`config.mk`:
```
export PLATFORM = sky130hd
export DESIGN_NAME = bad_ctrl
export DESIGN_NICKNAME = d
export VERILOG_FILES = /design/src/rtl/bad_pkg.sv /design/src/rtl/bad_ctrl.sv
export SDC_FILE = /design/constraint.sdc
export NUM_CORES = 1
export LEC_CHECK = 0
export ABC_AREA = 1
export BUFFER_PORTS_ARGS = -buffer_cell sky130_fd_sc_hd__buf_2
export CAP_MARGIN = 5
export CELL_PAD_IN_SITES_DETAIL_PLACEMENT = 0
export CELL_PAD_IN_SITES_GLOBAL_PLACEMENT = 2
export CORE_AREA = 2 2 45 47
export CTS_CLUSTER_SIZE = 24
export DETAILED_ROUTE_END_ITERATION = 10
export DIE_AREA = 0 0 47 49
export GPL_TIMING_DRIVEN = 1
export PLACE_DENSITY_LB_ADDON = 0.2
export SLEW_MARGIN = 15
export SYNTH_ARGS = -nofsm -noshare
export SYNTH_HDL_FRONTEND = slang
export SYNTH_SLANG_ARGS = --single-unit
```
`constraint.sdc`:
```
create_clock -name aclk -period 1.92 [get_ports aclk]
set_input_delay 0.384 -clock aclk [delete_from_list [all_inputs] [get_ports aclk]]
set_output_delay 0.384 -clock aclk [all_outputs]
set_load 0.01 [all_outputs]
```
`src/rtl/bad_pkg.sv`:
```
// ----------------------------------------------------------------------------
// bad_pkg: shared types and constants of the block average downsampler
// Sizes, register indexes and the command and status bundles that join the
// controller to the datapath.
// ----------------------------------------------------------------------------
package bad_pkg;

    // Frame and block limits.
    localparam int MAX_WIDTH  = 2048;
    localparam int MAX_HEIGHT = 2048;
    localparam int MAX_BLOCK  = 4;

    // Field and register widths.
    localparam int PIX_W     = 8;
    localparam int BS_W      = 3;
    localparam int DIM_W     = 12;
    localparam int COL_W     = $clog2(MAX_WIDTH);
    localparam int ROW_W     = $clog2(MAX_HEIGHT);
    localparam int OFF_W     = (MAX_BLOCK > 1) ? $clog2(MAX_BLOCK) : 1;
    localparam int RUN_W     = $clog2(MAX_BLOCK * 255 + 1);
    localparam int BAND_W    = $clog2(MAX_BLOCK * MAX_BLOCK * 255 + 1);
    localparam int CNT_W     = $clog2(MAX_BLOCK * MAX_BLOCK + 1);
    localparam int DIV_CNT_W = $clog2(BAND_W);

    // Stream packing.
    localparam int IN_TDATA_W  = 3 * PIX_W;
    localparam int OUT_USED_W  = 3 * PIX_W + COL_W + ROW_W;
    localparam int OUT_TDATA_W = ((OUT_USED_W + 7) / 8) * 8;
    localparam int OUT_COL_LSB = 3 * PIX_W;
    localparam int OUT_ROW_LSB = 3 * PIX_W + COL_W;

    // Configuration port.
    localparam int CFG_IDX_W  = 2;
    localparam int CFG_DATA_W = DIM_W;
    localparam logic [CFG_IDX_W-1:0] REG_BLOCK_SIDE   = 2'd0;
    localparam logic [CFG_IDX_W-1:0] REG_IMAGE_WIDTH  = 2'd1;
    localparam logic [CFG_IDX_W-1:0] REG_IMAGE_HEIGHT = 2'd2;

    localparam logic [BS_W-1:0]  BS_RESET     = 3'd1;
    localparam logic [DIM_W-1:0] WIDTH_RESET  = 12'd640;
    localparam logic [DIM_W-1:0] HEIGHT_RESET = 12'd480;

    typedef struct packed {
        logic accept;     // pixel transfer this cycle
        logic cfg_write;  // configuration transfer this cycle
        logic acc;        // accumulate the column sum into the band store
        logic div_step;   // one quotient bit on all three channels
        logic out_load;   // move the quotients into the output register
    } cmd_t;

    typedef struct packed {
        logic col_end;    // the pending pixel closes a block column
        logic block_end;  // the latched column also closes its block
        logic out_free;   // output register can take a new result
    } status_t;

endpackage

```
`src/rtl/bad_ctrl.sv`:
```
// ----------------------------------------------------------------------------
// bad_ctrl: sequencer of the block average downsampler
// Takes pixels, steps the band update and the shared divider, and hands
// finished blocks to the output register.
// ----------------------------------------------------------------------------
module bad_ctrl (
    input  logic            aclk,
    input  logic            aresetn,
    input  logic            s_tvalid,
    output logic            s_tready,
    input  logic            cfg_valid,
    output logic            cfg_ready,
    input  bad_pkg::status_t st,
    output bad_pkg::cmd_t    cmd
);
    import bad_pkg::*;

    localparam logic [1:0] ST_IDLE = 2'd0;
    localparam logic [1:0] ST_ACC  = 2'd1;
    localparam logic [1:0] ST_DIV  = 2'd2;
    localparam logic [1:0] ST_OUT  = 2'd3;
    localparam logic [DIV_CNT_W-1:0] DIV_LAST = DIV_CNT_W'(BAND_W - 1);

    logic [1:0]           state_reg, state_next;
    logic [DIV_CNT_W-1:0] step_reg, step_next;

    always_comb begin
        state_next   = state_reg;
        step_next    = step_reg;
        cmd          = '0;
        s_tready     = 1'b0;
        cfg_ready    = 1'b1;
        cmd.cfg_write = cfg_valid;
        unique case (state_reg)
            ST_IDLE: begin
                s_tready   = 1'b1;
                cmd.accept = s_tvalid;
                if (s_tvalid && st.col_end) begin
                    state_next = ST_ACC;
                end
            end
            ST_ACC: begin
                cmd.acc   = 1'b1;
                step_next = '0;
                if (st.block_end) begin
                    state_next = ST_DIV;
                end else begin
                    state_next = ST_IDLE;
                end
            end
            ST_DIV: begin
                cmd.div_step = 1'b1;
                step_next    = step_reg + 1'b1;
                if (step_reg == DIV_LAST) begin
                    state_next = ST_OUT;
                end
            end
            ST_OUT: begin
                if (st.out_free) begin
                    cmd.out_load = 1'b1;
                    state_next   = ST_IDLE;
                end
            end
            default: begin
                state_next = ST_IDLE;
            end
        endcase
    end

    always_ff @(posedge aclk) begin
        if (!aresetn) begin
            state_reg <= ST_IDLE;
            step_reg  <= '0;
        end else begin
            state_reg <= state_next;
            step_reg  <= step_next;
        end
    end
endmodule

```
==> metrics.md <==
| Metric | Value |
|---|---|
| Average wire per standard cell | `8.09 um` |
| Worst EP arrival | `~1.3 ns` |
| H-tree depth | `1` |
| Synthesized area | `roughly 420 um^2` |
| Post-Route WL | `777 um` |
| DRC viols | `0` |
| Final Core Density | `about 28%` |
| Post-synthesis sequential area ratio | `28.6%` |
| Largest net degree at the start of global routing | `7` |
| Cts hold-fix bufs | `0` |
| First-pass GRT wire length | `between 1000 and 1500 um` |
| RePlAce Congestion | `0.638` |
| Final cell count without fillers | `between 90 and 100` |
| Worst hold path type | `in -> reg` |
| Core Rows | `16` |
| ANT cells | `0` |
| Yosys synthesis warning count | `0` |
| I/O pins | `14` |
| Synth-to-Final Area Change | `21.7%` |
| Number of global-route vias before repair | `about 330` |
| RSZ-0062 raised after global routing | `false` |
| Power Dens Cells | `roughly 1300 mW/mm^2` |
| Critical path class | `reg -> out` |
| Reg power frac | `30.3%` |
| Slew Limit Fails | `0` |
| Congestion Overflow GR | `0` |
| Setup_tns | `0 ns` |
| Core area | `between 0.0015 and 0.002 mm^2` |
| Clk_skew | `between 0.00015 and 0.0002 ns` |
| Highest-count cells in the layout ignoring fill and taps | `nand2_1, buf_2, inv_1, nor2_1` |
| Overall Global Routing Usage | `around 8.4%` |
| Sw Share | `45.1%` |
| Die X | `about 47 um` |
| 1st-pass router iterations | `3` |
| Vias | `about 370` |
| Gate Count Post-Synth | `a little under 60` |
| Sw power | `~0.00031 W` |
| Achievable frequency | `between 600 and 700 MHz` |
| Starting Density | `between 20% and 30%` |
| Hpwl dp | `~660 um` |
| Internal Pwr Total | `0.000374 W` |
| Commonest non-fill, non-tap cell in the layout | `nand2_1` |
| Nets | `84` |
| #FFs+latches synth | `6` |
| Crit-path max FO | `6` |
| Initial antenna violation count | `0` |
| Maxcap violations | `0` |
| DRT iter0 DRCs | `6` |
| Dpl cells | `93` |
| Post-synth cell types | `17` |
| Antenna Violating Nets Remaining | `0` |
| Final Cycle Share | `a little under nine tenths` |
| Worst EP required | `between 1.5 and 2 ns` |
| Clk sinks | `6` |
| Die Span Y | `~50 um` |
| Mean Syn Cell Area | `a little over 7 um^2` |
| Cts bufs inserted | `3` |
| Clock transition at path regs | `0.04 ns` |
| PostCTS Resize Cnt | `0` |
| TritonCTS clock tree | `yes` |
| Layout cell share with drive strength beyond 1 | `29.0%` |
| Critical Path Source Type | `flop` |
| Endpoints failing setup | `0` |
| Crit. End Element | `primary output` |
| P_leak | `0.252 nW` |
| Share of power burned in the clock network | `16.9%` |
| Post-CTS setup buffer count | `0` |
| Clock Latency Late Sink | `between 0.2 and 0.25 ns` |
| Max Buffers Root-to-Sink | `2` |
| Logic pwr share | `between 50% and 60%` |
| Worst VDD drop | `around 0.00054 V` |
| Root Buffer | `clkbuf_4` |
| Hold Vio Cnt, Final | `0` |
| Outcome | `finished, final reports clean` |
| Die area | `0.00230 mm^2` |
| Final Critical Period | `approximately 1.6 ns` |
| Net Count, Synth | `71` |
| Via/cell ratio | `just under 4` |
| Final hold slack | `roughly 0.40 ns` |
| Input/output buffers | `10` |
## power groups by stage
stage / registers [W] / clock network (W) / logic [W]
2_1_floorplan: 0.000199 / 0 / 0.000282
3_3_place_gp: 0.000209 / 0 / 0.000371
3_5_place_dp: 0.000209 / 0 / 0.000368
4_1_cts: 0.000206 / 0.000122 / 0.000369
5_1_grt: 0.000214 / 0.000126 / 0.000425
6_report: 0.000207 / 0.000115 / 0.000359
## cell usage after synthesis, drive strengths merged
cell / number / area share (%)
nand3: 2 / 4.8
clkinv: 2 / 1.8
nor3b: 1 / 3.0
o21ai: 1 / 2.1
dfxtp: 6 / 29
conb: 1 / 0.89
nand2: 14 / 14
nor2: 7 / 6.3
buf: 2 / 3.6
a21oi: 2 / 2.4
a31oi: 1 / 1.5
nor3: 3 / 3.6
nand4: 2 / 3.0
ha: 6 / 18
inv: 8 / 7.1
## cell families after synthesis
group | synth area share (%)
AOI/OAI and AO/OA | 5.95
adders and majority gates | 17.9
buffers and inverters | 12.5
DFF | 28.6
other | 0.892
and+or+nand+nor | 34.2
## cell type report
class	instances	area, um^2
flip-flops and latches	6	120
clock buffers	3	22.5
repair buffers	10	50.0
well taps	27	33.8
multi-input cells	40	248
fillers	237	1330
inverters	10	37.5
## per-stage QoR
step / area (um^2) / worst slack, ns / total power (W)
floorplan: 420 / 0.590 / 0.000481
global placement: 489 / 0.464 / 0.000580
detailed placement: 489 / 0.460 / 0.000577
CTS: 512 / 0.266 / 0.000698
global route: 512 / 0.192 / 0.000765
finish: 512 / 0.288 / 0.000681
## worst max-delay path, stage by stage, from the launching register on
cell     delay (ns)
dfxtp_1        0.42
inv_1          0.11
ha_1           0.24
nand2_1        0.07
inv_1          0.03
buf_2          0.12
## metal layers
layer / part of all wire [%] / global-route usage [%] / up-vias
met5: 0 / 0 / -
met4: 4.2 / 9.72 / 0
met3: 6.7 / 1.48 / 4
met2: 43 / 11.4 / 10
met1: 46 / 9.64 / 152
li1: - / - / 203
## worst paths after layout
path                      from          end  slack [ns]  cells after the start
setup reg to reg  state_reg[0]  step_reg[3]        0.45                      6
setup / recovery  state_reg[0]       cmd[4]        0.29                      5
hold reg to reg    step_reg[0]  step_reg[0]        0.51                      2
hold / removal         aresetn         flop        0.40                      3
Note: power is estimated with default switching activity, not from simulation.
